File: src/gaps_pkg.sv
// Shared constants, codes and record types for the grid A* path search unit.
// Used by gaps_score and the top level; depends on nothing.
package gaps_pkg;
	// Grid geometry; GRID_W, GRID_H and TILE_SIZE must be powers of two
	localparam int GRID_W = 32;
	localparam int GRID_H = 32;
	localparam int TILE_SIZE = 16;
	localparam int CELLS = GRID_W * GRID_H;
	localparam int X_W = $clog2(GRID_W);
	localparam int Y_W = $clog2(GRID_H);
	localparam int TILE_W = X_W + Y_W;
	localparam int TILE_SH = $clog2(TILE_SIZE);

	localparam int G_W = 14;
	localparam int F_W = 15;
	localparam int STAMP_W = 11;
	localparam int CNT_W = 11;
	localparam int PCNT_W = 11;

	localparam logic [G_W-1:0] STEP_COST = 14'd10;
	localparam logic [9:0] MARGIN_RESET = 10'd120;

	localparam logic [1:0] OP_LOAD = 2'd0;
	localparam logic [1:0] OP_SEARCH = 2'd1;
	localparam logic [1:0] OP_READ = 2'd2;

	localparam logic [2:0] STAT_OK = 3'd0;
	localparam logic [2:0] STAT_FOUND = 3'd1;
	localparam logic [2:0] STAT_SAME = 3'd2;
	localparam logic [2:0] STAT_NO_PATH = 3'd3;
	localparam logic [2:0] STAT_OFF_GRID = 3'd4;
	localparam logic [2:0] STAT_BEYOND = 3'd5;

	typedef struct packed {
		logic [G_W-1:0] g;
		logic [TILE_W-1:0] parent;
		logic [STAMP_W-1:0] stamp;
		logic is_open;
		logic is_closed;
	} tile_rec_t;

	typedef struct packed {
		logic valid;
		logic [TILE_W-1:0] tile;
		logic [F_W-1:0] f;
		logic [G_W-1:0] g;
		logic [TILE_W-1:0] parent;
		logic [STAMP_W-1:0] stamp;
	} cand_t;
endpackage

File: src/gaps_score.sv
// Scoring stage of the open-set scan: F = G + 10 * Manhattan distance to target.
// Depends on gaps_pkg.
module gaps_score (
	input logic clk,
	input logic arst_n,
	input logic valid_s1,
	input logic [gaps_pkg::TILE_W-1:0] tile_s1,
	input gaps_pkg::tile_rec_t rec_s1,
	input logic [gaps_pkg::TILE_W-1:0] end_tile,
	output gaps_pkg::cand_t cand_s2
);
	import gaps_pkg::*;

	logic [X_W-1:0] tx, ex, dx;
	logic [Y_W-1:0] ty, ey, dy;
	logic [F_W-1:0] man, heur, f;

	always_comb begin
		tx = tile_s1[X_W-1:0];
		ty = tile_s1[TILE_W-1:X_W];
		ex = end_tile[X_W-1:0];
		ey = end_tile[TILE_W-1:X_W];
		dx = (tx > ex) ? tx - ex : ex - tx;
		dy = (ty > ey) ? ty - ey : ey - ty;
		man = F_W'(dx) + F_W'(dy);
		heur = (man << 3) + (man << 1);
		f = F_W'(rec_s1.g) + heur;
	end

	always_ff @(posedge clk or negedge arst_n) begin
		if (!arst_n) begin
			cand_s2 <= '0;
		end else begin
			cand_s2.valid <= valid_s1 && rec_s1.is_open;
			cand_s2.tile <= tile_s1;
			cand_s2.f <= f;
			cand_s2.g <= rec_s1.g;
			cand_s2.parent <= rec_s1.parent;
			cand_s2.stamp <= rec_s1.stamp;
		end
	end
endmodule

File: config.mk
export PLATFORM = sky130hd
export DESIGN_NAME = gaps_score
export DESIGN_NICKNAME = d
export VERILOG_FILES = /design/src/gaps_pkg.sv /design/src/gaps_score.sv
export SDC_FILE = /design/constraint.sdc
export NUM_CORES = 1
export LEC_CHECK = 0
export BUFFER_PORTS_ARGS = -buffer_cell sky130_fd_sc_hd__buf_2
export CORE_ASPECT_RATIO = 0.6
export CORE_MARGIN = 4
export CORE_UTILIZATION = 52
export CTS_CLUSTER_DIAMETER = 150
export DETAILED_ROUTE_END_ITERATION = 12
export PLACE_DENSITY = 0.87
export SLEW_MARGIN = 20
export SYNTH_ARGS = -nofsm -noshare
export SYNTH_HDL_FRONTEND = slang
export SYNTH_SLANG_ARGS = --single-unit
File: constraint.sdc
create_clock -name clk -period 1.2 [get_ports clk]
set_clock_uncertainty 0.15 [all_clocks]
set_input_delay 0.12 -clock clk [delete_from_list [all_inputs] [get_ports clk]]
set_output_delay 0.12 -clock clk [all_outputs]
set_load 0.01 [all_outputs]
# After elaboration in Yosys (flattened, before gate mapping)
# Index checks and enable logic that the tools add are counted.
[totals]
output_inout_bits = 61
ff_bits = 61
wordCells = 18
latchBits = 0
mem_bits_rw = 0
input_bits = 60
memories = 0
mem_bits_ro = 0
[op_classes]
addsub = 7
n_bitwise = 0
muxes = 2
n_eq_ne = 0
reduce_logical = 1
shifts = 0
multipliers = 0
n_div = 0
magnitude_cmp = 2
[ops]
columns = ["cell", "n"]
rows = [
  ["subtractor 5 bit", 4],
  ["adder 14 x 10 -> 15 bit", 1],
  ["adder 9 x 7 -> 10 bit", 1],
  ["> comparator 5 bit", 2],
  ["two-way mux 5 bit", 2],
  ["adder 5 x 5 -> 6 bit", 1],
  ["logical AND 1 bit", 1],
]

# Logic depth before layout (Yosys ltp)
# Gate-level depths: netlist of the first run.
[logic_depth]
depth_word = 5
ltp_mapped = 20
mapped_depth_nobuf = 19

# Least setup slack after synthesis of the first run
# Ideal clock, no wire load.
[synth_path]
path_kind = "input to register"
startpoint = "input tile_s1[2] (netlist name)"
endpoint = "register cand_s2[47] (netlist name)"
arrival_time_ps = 3708
path_stages = 18
setup_ps = 125
n_path_buf = 1
setup_slack_ps = -2783
t_required_ps = 925
cell_sequence = "inv_1 > ha_1 > buf_6 > nand4_1 > o22ai_1 > a21oi_4 > mux2_2 > ha_1 > a21o_1 > a21oi_1 > xnor2_1 > fa_1 > ha_1 > a211oi_1 > nor2_1 > o21ai_1 > nor2_1 > xor2_1"
[synth_between]
elab_chain_len = 5
[synth_lines]
columns = ["item", "line_no", "source"]
rows = [
  ["from (decl)", "gaps_score.sv:7", "input logic [gaps_pkg::TILE_W-1:0] tile_s1,"],
  ["subtractor 5 bit / > comparator 5 bit (equally long branches)", "gaps_score.sv:23", "dx = (tx > ex) ? tx - ex : ex - tx;"],
  ["two-way mux 5 bit (*)", "gaps_score.sv:23", ""],
  ["adder 5 x 5 -> 6 bit (*)", "gaps_score.sv:25", "man = F_W'(dx) + F_W'(dy);"],
  ["adder 9 x 7 -> 10 bit (*)", "gaps_score.sv:26", "heur = (man << 3) + (man << 1);"],
  ["adder 14 x 10 -> 15 bit (*)", "gaps_score.sv:27", "f = F_W'(rec_s1.g) + heur;"],
  ["net f[12]", "gaps_score.sv:16", "logic [F_W-1:0] man, heur, f;"],
  ["to (decl)", "gaps_score.sv:10", "output gaps_pkg::cand_t cand_s2"],
]
# The timed path passes the listed nets; every way through them passes the cells marked *.

# Final worst setup path of the first run
[layout_path]
startpoint = "input end_tile[3] (netlist name)"
endpoint = "register cand_s2[43] (netlist name)"
[layout_between]
elab_chain_len = 5
[layout_lines]
columns = ["item", "line_no", "source"]
rows = [
  ["from (decl)", "gaps_score.sv:9", "input logic [gaps_pkg::TILE_W-1:0] end_tile,"],
  ["subtractor 5 bit / > comparator 5 bit (equally long branches)", "gaps_score.sv:23", ""],
  ["two-way mux 5 bit (*)", "gaps_score.sv:23", ""],
  ["adder 5 x 5 -> 6 bit (*)", "gaps_score.sv:25", ""],
  ["adder 9 x 7 -> 10 bit (*)", "gaps_score.sv:26", ""],
  ["adder 14 x 10 -> 15 bit (*)", "gaps_score.sv:27", ""],
  ["net f[8]", "gaps_score.sv:16", ""],
]
# Marked as above.

==> metrics.txt, run 1 <==
antenna violations before repair 0; vias 2987; Mapped Nets 345; ratio of cells with drive above 1 in the final layout 54.1%; mean post-synth cell area 12.6 um^2; Post-Route WL 12800 um; Hold Path Cell Cnt 3; Leak 2.64 nW; synthesized flop and latch total 60; cell area after layout 5350 um^2; First DRT Iteration DRCs 225; most frequent cells in the layout buf_2 (109), dfrtp_1 (60), buf_4 (49); Primary FF master, synth dfrtp_1; Via density between 5 and 6; crit-path cells buf_2, ha_4, o21a_1, o31ai_4, a21oi_4, mux2i_1, xnor2_1, ha_1, a21o_1, a21oi_2, xor2_2, fa_1, inv_2, ha_4, o21ai_2, nor2_4, o21a_1, nor2_2, xnor2_1; Crit. path cell count 19; kind of critical path primary input to flop; Area contributors post-synth dfrtp_1 (50%), ha_1 (15%), fa_1 (6.6%), inv_1 (4.0%), xnor2_1 (2.9%); ys async rst share 100%; CP Capture Type flop; GPL Wtd Cong 0.853; leading area contributor after synthesis dfrtp_1; Hold Path Class primary input to flop; clock buffer count from CTS 9; vias in the first global route approximately 3.0k; Clock Pin Slew Worst Setup and Hold Paths roughly 0.080 ns; Synth Cell Area 3020 um^2; Root Buffer clkbuf_8; slew margin rel. about four fifths; Antenna diodes 0; register with the most flip-flops cand_s2; placed cell area 4290 um^2; grt ovf 0; status finished with violations; Synth Warn # 0; post-synthesis instance total 240; crit path max fanout 4; fmax 262 MHz; initial core utilization 53.9%; Arrival @ worst endpoint roughly 4 ns; critical path's largest stage delay about 0.48 ns; minimum clock period 3.81 ns; DR WL/cell roughly 23 um; startpoint types primary input; most common cell after layout, fill and taps aside buf_2; die width around 110 um; Synth top area share 49.8%; Post-DRT Antenna Nets 0; Tcrit/Tclk final 318%; actual slew at the worst max-slew pin 0.320 ns; Worst EP required about 1.3 ns; IO buf count roughly 120; first-pass GRT wire length 15500 um; biggest regs cand_s2 x60; register area share after synthesis 49.8%; Peak VDD IR 2.78 mV; dpl ws -2.89 ns; PnR worst setup slack -2.61 ns; Post-route DRC 0; max reg flops 60; Boundary Pins 121; Yosys cell types 32; cell area power density roughly 2800 nW/um^2; final hold violation count 0; GRT Total Usage 29.3%; Max-cap violations 0; total die area 7120 um^2; Worst Path Buf+Inv 2; DR pass1 iterations 4; max-slew violations 0; Die Y 67.0 um; row cnt 21; RSZ-0062 raised after global routing true; Clock Path Buffers 2; CP max-delay cell fa_1; fillers 133; cell family with most CP delay compound AO/OA/AOI/OAI gates; CTS tree built; pin count of the biggest net entering global routing 61; # nets final 573; core area approximately 5600 um^2; synthesis-to-layout area growth 77.4%; DP HPWL 5930 um; CTS H-Tree Depth 3; Post-synth EDFFs 0; Num Clock Sinks 60; setup violators final 15; violated checks negative setup slack
## power breakdown
group | switching, mW | total [mW] | internal (mW)
combinational | 5.25 | 10.1 | 4.88
sequential | 0.0898 | 2.48 | 2.39
clock | 0.934 | 2.12 | 1.18
total | 6.27 | 14.7 | 8.45
## synthesized netlist by cell type, drive strengths merged, types with 4 or more instances
cell   count
nand2      6
nor2      11
dfrtp     60
fa        10
o21a       5
xnor2     10
xor2       8
ha        35
a21oi     13
o21ai      4
mux2i      6
a21o      11
inv       32
## routing by layer
| metal | vias to the layer above | GRT usage, % | share of wire, % |
|---|---|---|---|
| met1 | 1484 | 33.0 | 37 |
| met4 | 0 | 12.1 | 3.8 |
| met5 | - | 0 | 0 |
| li1 | 1260 | - | - |
| met3 | 49 | 9.10 | 8.7 |
| met2 | 194 | 52.4 | 50 |
## through the flow
step                total power [mW]  TNS [ns]  utilization [%]  hold slack, ns  std cells
finish                          14.7    -30.34             95.6          0.0302        553
global route                    15.3    -31.45             95.6          0.0209        553
CTS                             12.1    -27.87             92.4          0.0172        550
detailed placement              9.32    -34.62             76.6        -0.00243        484
global placement                8.99    -32.95             76.6        -0.00509        484
floorplan                       7.10    -29.64                -          -0.326        240
## kinds of logic (layout without fill, tap and decap cells)
group	after synthesis	in the layout	share of synthesized area [%]
and+or+nand+nor	32	32	5.69
adders and majority gates	45	45	21.2
AOI/OAI and AO/OA	42	42	10.4
buffers and inverters	35	268	4.98
muxes	8	8	2.74
DFF	60	60	49.8
xor gates and xnor gates	18	18	5.23
## final timing paths
check | start | end | slack, ns
min | rec_s1[25] | cand_s2[37]$_DFF_PN0_ | 0.03
max in group asynchronous | arst_n | cand_s2[28]$_DFF_PN0_ | 0.44
min in group asynchronous | arst_n | cand_s2[36]$_DFF_PN0_ | 0.18
max | end_tile[3] | cand_s2[43]$_DFF_PN0_ | -2.61
## worst min-delay path, delay by kind of cell
| kind | cells | cell delay, ns |
|---|---|---|
| adder cells (fa/ha/maj) | 2 | 0.26 |
| buffers and inverters | 1 | 0.12 |
## cell type report
cell class                      instances  area, um^2  share of cell area, %
Clock inverter                          7         100                   1.87
Inverter                               32         133                   2.48
Multi-Input combinational cell        145        1830                   34.2
Tap cell                               80         100                   1.87
Sequential cell                        60        1500                   28.1
Clock buffer                            9         124                   2.32
Timing Repair Buffer                  220        1560                   29.2
## timing repair
action / CTS / global route
gates cloned: 0 / 0
gates resized for setup: 31 / 30
setup buffers: 2 / 4
endpoints found under the setup margin: 14 / 15
endpoints found under the hold margin: 112 / 0
pin swaps: 34 / 13
hold buffers: 48 / 0
Power figures use the tool's default switching activity.
==> inputs of run 2 (changes only) <==
--- a/config.mk
+++ b/config.mk
@@ -6,12 +6,14 @@
 export NUM_CORES = 1
 export LEC_CHECK = 0
 export BUFFER_PORTS_ARGS = -buffer_cell sky130_fd_sc_hd__buf_2
+export CAP_MARGIN = 20
 export CORE_ASPECT_RATIO = 0.6
 export CORE_MARGIN = 4
-export CORE_UTILIZATION = 52
+export CORE_UTILIZATION = 54
+export CTS_BUF_LIST = sky130_fd_sc_hd__clkbuf_4
 export CTS_CLUSTER_DIAMETER = 150
 export DETAILED_ROUTE_END_ITERATION = 12
-export PLACE_DENSITY = 0.87
+export PLACE_DENSITY = 0.85
 export SLEW_MARGIN = 20
 export SYNTH_ARGS = -nofsm -noshare
 export SYNTH_HDL_FRONTEND = slang
==> run 2 against run 1 <==
The flow now stops in clock tree synthesis (4_1_cts). Area after synthesis is the same. Synthesized cell count stayed put.
==> metrics.txt, run 2 <==
Hold Buf Count CTS 49; post-synthesis instance total 240; synthesized flop and latch total 60; synth cell count leaders dfrtp_1 (60), ha_1 (35), inv_1 (32); CTS H-Tree Depth 3; Post-synth EDFFs 0; die width 104 um; Synth Warn # 0; DP HPWL 6080 um; Yosys cell types 32; Post-CTS Resized 59; Stop stage clock tree synthesis (4_1_cts); Clock Path Buffers 2; row cnt 20; register area share after synthesis 49.8%; mean post-synth cell area between 10 and 15 um^2; ys async rst share 100%; Boundary Pins 121; initial core utilization 57.7%; Primary FF master, synth dfrtp_1; Mapped Nets 345; Die Y between 60 and 70 um; status stopped before the end; GPL Wtd Cong 0.878; Area contributors post-synth dfrtp_1 (50%), ha_1 (15%), fa_1 (6.6%), inv_1 (4.0%), xnor2_1 (2.9%); dpl cells 466; setup bufs post-CTS 15; clock buffer count from CTS 9; placed cell area 4240 um^2; Err [ERROR DPL-0038] Utilization greater than 100%, impossible to legalize; leading area contributor after synthesis dfrtp_1; Synth Cell Area 3020 um^2; Num Clock Sinks 60; top-count cell post-synth dfrtp_1; Synth top area share between 40% and 50%; Root Buffer clkbuf_4; IO buf count between 100 and 150
run 2: kinds of logic after synthesis:
kind of cell / count (synthesis) / share of synthesized area (%)
AND/OR/NAND/NOR: 32 / 5.69
adder cells (fa/ha/maj): 45 / 21.2
multiplexers: 8 / 2.74
XOR/XNOR: 18 / 5.23
AO/OA/AOI/OAI: 42 / 10.4
flip-flops: 60 / 49.8
buffers and inverters: 35 / 4.98
run 2: stage by stage:
stage / hold WS, ns / setup slack, ns
after floorplan: -0.326 / -2.57
after global placement: -0.0275 / -2.78
after detailed placement: -0.0268 / -2.96
==> inputs of run 3 (changes only) <==
--- a/config.mk
+++ b/config.mk
@@ -7,13 +7,10 @@
 export LEC_CHECK = 0
 export BUFFER_PORTS_ARGS = -buffer_cell sky130_fd_sc_hd__buf_2
 export CAP_MARGIN = 20
-export CORE_ASPECT_RATIO = 0.6
 export CORE_MARGIN = 4
-export CORE_UTILIZATION = 54
-export CTS_BUF_LIST = sky130_fd_sc_hd__clkbuf_4
-export CTS_CLUSTER_DIAMETER = 150
+export CORE_UTILIZATION = 40
 export DETAILED_ROUTE_END_ITERATION = 12
-export PLACE_DENSITY = 0.85
+export PLACE_DENSITY_LB_ADDON = 0.15
 export SLEW_MARGIN = 20
 export SYNTH_ARGS = -nofsm -noshare
 export SYNTH_HDL_FRONTEND = slang
==> run 3 against run 2 <==
The flow now finishes, with violations (negative setup slack).
==> metrics.txt, run 3 (synthesis results as in run 1) <==
Antenna diodes 0; vias 2556; grt ovf 0; IO buf count 119; most frequent cells in the layout buf_2 (108), dfrtp_1 (60), buf_4 (51); most common cell after layout, fill and taps aside buf_2; crit path launch tile_s1[1]; Post-Route WL a little under 8000 um; Arrival @ worst endpoint 3.67 ns; pin count of the biggest net entering global routing 61; vias in the first global route 2895; DR WL/cell around 14 um; Tcrit/Tclk final 297%; Hold Path Class primary input to flop; biggest regs cand_s2 x60; CP Capture Type flop; Num Clock Sinks 60; GPL Wtd Cong 0.822; crit path max fanout 5; RSZ-0062 raised after global routing true; total die area approximately 9000 um^2; first-pass GRT wire length ~13000 um; clock buffer count from CTS 9; setup violators final 13; kind of critical path primary input to flop; violated checks negative setup slack; core area 7290 um^2; Max-cap violations 0; Leak 2.64 nW; cell area after layout 5320 um^2; CP max-delay cell fa_1; cell mode on critical path ha_4; placed cell area around 4300 um^2; die width 94.8 um; GRT Total Usage a little under a fifth; startpoint types primary input; PnR worst setup slack -2.36 ns; minimum clock period 3.56 ns; Clock Pin Slew Worst Setup and Hold Paths 0.07 ns; actual slew at the worst max-slew pin roughly 0.32 ns; fillers 524; fmax ~280 MHz; antenna violations before repair 0; initial core utilization 41.4%; max reg flops 60; dpl cells around 500; Post-DRT Antenna Nets 0; CTS H-Tree Depth 3; min-delay src rec_s1[33]; Boundary Pins approximately 120; crit-path cells buf_8, inv_6, ha_4, nor2b_4, o31ai_4, a21oi_4, buf_6, mux2i_1, xor2_1, ha_1, nor2b_1, o21ai_1, nand2b_1, fa_1, ha_4, a21oi_2, nand3_2, a221oi_2, xnor2_1; synthesis-to-layout area growth 76.6%; Worst EP required 1.31 ns; Root Buffer clkbuf_8; Via density 4.46; Die Y 94.8 um; ratio of cells with drive above 1 in the final layout 53.0%; DR pass1 iterations 4; Post-route DRC 0; register with the most flip-flops cand_s2; status finished with violations; # nets final 574; Hold Slack 0.0173 ns; Peak VDD IR around 1.5 mV; First DRT Iteration DRCs around 60; Layout Cells excl Fill 573; cell area power density 2310 nW/um^2; row cnt 31; critical path's largest stage delay 0.55 ns; final hold violation count 0; CTS tree built; slew margin rel. 78.8%; max-slew violations 0; Clock Path Buffers 2; DP HPWL 5340 um
-- run 3: path summary, 6_finish.rpt --
check	to	slack, ns	cells past startpoint
min in group asynchronous	cand_s2[27]$_DFF_PN0_	0.17	3
max in group asynchronous	cand_s2[52]$_DFF_PN0_	0.47	3
worst min-delay path	cand_s2[47]$_DFF_PN0_	0.02	4
worst max-delay path	cand_s2[46]$_DFF_PN0_	-2.36	19
-- run 3: critical path: cells and delay by family --
family | cells | cell delay [ns]
compound gates | 5 | 0.82
xor+xnor | 2 | 0.36
fa+ha+maj | 4 | 1.34
buf+inv | 3 | 0.23
mux | 1 | 0.21
simple gates | 4 | 0.57
-- run 3: what timing repair did --
item / in CTS / in global routing
setup buffers: 5 / 2
endpoints found under the setup margin: 14 / 14
hold endpoints to repair: 112 / 0
hold buffers: 48 / 0
gates resized for setup: 43 / 10
pin swaps: 28 / 6
-- run 3: final cells by class --
class,count,area (um^2),area share (%)
clock buffers,10,138,2.59
multi-input cells,145,1750,32.8
flip-flops and latches,60,1500,28.2
clock inverters,6,87.6,1.65
well taps,99,124,2.33
repair buffers,221,1590,29.8
inverters,32,140,2.63
-- run 3: per-stage QoR --
step | util (%) | power [mW] | TNS, ns | worst slack [ns]
after floorplan | - | 7.10 | -29.64 | -2.57
after global placement | 59.1 | 9.09 | -33.17 | -2.77
after detailed placement | 59.1 | 9.30 | -34.11 | -2.86
after CTS | 72.2 | 12.1 | -26.86 | -2.30
after global routing | 73.0 | 13.4 | -29.47 | -2.55
final | 73.0 | 12.3 | -27.40 | -2.36
-- run 3: power breakdown --
part           leakage [nW]  switching, mW  internal [mW]
clock network         0.116          0.827           1.23
logic                  1.82           3.60           4.18
registers             0.702         0.0655           2.39
-- run 3: layer usage --
metal	routed length (um)	share of wire (%)	global-route usage (%)	up-vias
li1	-	-	-	1253
met1	2880	37	19.8	1204
met2	4160	54	35.7	84
met3	570	7.3	4.38	15
met4	159	2.0	7.93	0
met5	0	0	0	-
==> inputs of run 4 (changes only) <==
--- a/config.mk
+++ b/config.mk
@@ -6,11 +6,11 @@
 export NUM_CORES = 1
 export LEC_CHECK = 0
 export BUFFER_PORTS_ARGS = -buffer_cell sky130_fd_sc_hd__buf_2
-export CAP_MARGIN = 20
 export CORE_MARGIN = 4
 export CORE_UTILIZATION = 40
 export DETAILED_ROUTE_END_ITERATION = 12
 export PLACE_DENSITY_LB_ADDON = 0.15
+export RECOVER_POWER = 50
 export SLEW_MARGIN = 20
 export SYNTH_ARGS = -nofsm -noshare
 export SYNTH_HDL_FRONTEND = slang
==> run 4 against run 3 <==
The flow still finishes with violations (negative setup slack). Critical path type unchanged. Clock power is essentially flat. Die area is the same. Final cell count is the same. Design area shrank 0.63%. Total power is essentially flat. Highest routed layer unchanged. Sequential share of layout area grew 0.18 points. Wire length shrank 0.18%. Count of clock-buffer cells in the layout is the same. Core utilization shrank 0.46 points. Via count is essentially flat. First-iteration DRC count shrank 9.8%.
==> metrics.txt, run 4 (synthesis results as in run 1) <==
met1 Usage GRT 19.8%; DP HPWL ~5300 um; max-slew violations 0; vias in the first global route 2895; initial core utilization 41.4%; Tcrit/Tclk final 297%; actual slew at the worst max-slew pin between 0.5 and 0.6 ns; most common cell after layout, fill and taps aside buf_2; Peak VDD IR 1.49 mV; ratio of cells with drive above 1 in the final layout 50.2%; die width between 90 and 100 um; core area 7290 um^2; clock network fraction of total power between 10% and 20%; # nets final 574; first-pass GRT wire length between 10000 and 15000 um; Layout Cells excl Fill 573; final hold violation count 0; Most Crowded Layer GR met2; status finished with violations; cell area power density 2320 nW/um^2; fmax ~280 MHz; Hold Path Class primary input to flop; antenna violations before repair 0; violated checks negative setup slack; PnR worst setup slack -2.36 ns; most frequent cells in the layout buf_2 (97), dfrtp_1 (60), buf_4 (49); setup violators final 14; minimum clock period around 3.6 ns; switching power 4.50 mW; Post-Route WL 7750 um; M2 GR Usage between 30% and 40%; Clock Pin Slew Worst Setup and Hold Paths 0.07 ns; Arrival @ worst endpoint 3.67 ns; RSZ-0062 raised after global routing true; IO buf count 119; row cnt 31; fin util 72.5%; Worst EP required 1.31 ns; crit path max fanout 5; Net Sw Frac 36.6%; DR pass1 iterations 4; First DRT Iteration DRCs 55; Clock Path Buffers 2; Hold Slack 0.0172 ns; M3 GR Usage 4.38%; kind of critical path primary input to flop; register with the most flip-flops cand_s2; total die area 8990 um^2; GPL Wtd Cong 0.822; startpoint types primary input; clock buffer count from CTS 9; min-delay src rec_s1[33]; Root Buffer clkbuf_8; Num Clock Sinks 60; grt ovf 0; Post-DRT Antenna Nets 0; GRT Total Usage 18.9%; slew margin rel. around 64%; dpl ws -2.86 ns; Via density about 4.5; Boundary Pins around 120; CTS H-Tree Depth 3; synthesis-to-layout area growth 75.4%; vias 2558; biggest regs cand_s2 x60; Post-route DRC 0; Comb pwr share 63.3%; Max-cap violations 0; Internal Power 7.78 mW; pin count of the biggest net entering global routing approximately 60; Die Y 94.8 um; Antenna diodes 0; Leak 2.60 nW; max reg flops 60; Seq pwr share 20.0%; dpl cells 503; CTS tree built; Hold Path Cell Cnt 4; Worst Hold Path EP cand_s2[47]$_DFF_PN0_; CP Capture Type flop; DR WL/cell 13.5 um
[run 4: how the worst max path moves through the flow]
| stage | slack [ns] | to | startpoint |
|---|---|---|---|
| floorplan | -2.57 | cand_s2[46]$_DFF_PN0_ | tile_s1[7] |
| global placement | -2.77 | cand_s2[46]$_DFF_PN0_ | tile_s1[7] |
| finish | -2.36 | cand_s2[46]$_DFF_PN0_ | tile_s1[1] |
| CTS | -2.30 | cand_s2[46]$_DFF_PN0_ | end_tile[3] |
| detailed placement | -2.86 | cand_s2[47]$_DFF_PN0_ | tile_s1[1] |
| global route | -2.55 | cand_s2[46]$_DFF_PN0_ | tile_s1[1] |
[run 4: power groups by stage]
stage          sequential, mW  combinational (mW)  clock (mW)
6_report                 2.45                7.78        2.05
5_1_grt                  2.48                8.69        2.22
4_1_cts                  2.45                7.54        2.11
3_5_place_dp             2.49                6.82           0
3_3_place_gp             2.48                6.60           0
2_1_floorplan            2.66                4.44           0
[run 4: metrics by stage]
step                TNS, ns  area (um^2)  power (mW)
floorplan            -29.64         3250        7.10
global placement     -33.17         4310        9.09
detailed placement   -34.11         4310        9.30
CTS                  -26.86         5260        12.1
global route         -29.57         5290        13.4
finish               -27.48         5290        12.3
[run 4: layout make-up]
cell class	count	area (um^2)
clock inverters	6	87.6
well taps	99	124
clock buffers	10	138
multi-input cells	145	1750
fillers	539	2000
flip-flops and latches	60	1500
inverters	32	140
repair buffers	221	1550
[run 4: critical path, stage by stage]
cell and delay [ns]:
buf_8 0.08, inv_6 0.03, ha_4 0.26, nor2b_4 0.17
o31ai_4 0.07, a21oi_4 0.23, buf_6 0.12, mux2i_1 0.21
xor2_1 0.22, ha_1 0.30, nor2b_1 0.15, o21ai_1 0.12
nand2b_1 0.11, fa_1 0.55, ha_4 0.23, a21oi_2 0.13
nand3_2 0.14, a221oi_2 0.27, xnor2_1 0.14
[run 4: routing by layer]
layer  vias to the layer above  routed length (um)
met2                        84                4160
met3                        15                 572
met1                      1205                2860
met4                         0                 159
li1                       1254                   -
met5                         -                   0
[run 4: timing repair]
action,CTS,global route
endpoints found under the hold margin,112,0
gates resized for setup,43,10
hold buffers,48,0
gates cloned,0,0
setup buffers,5,2
setup endpoints to repair,14,14
pin swaps,28,6
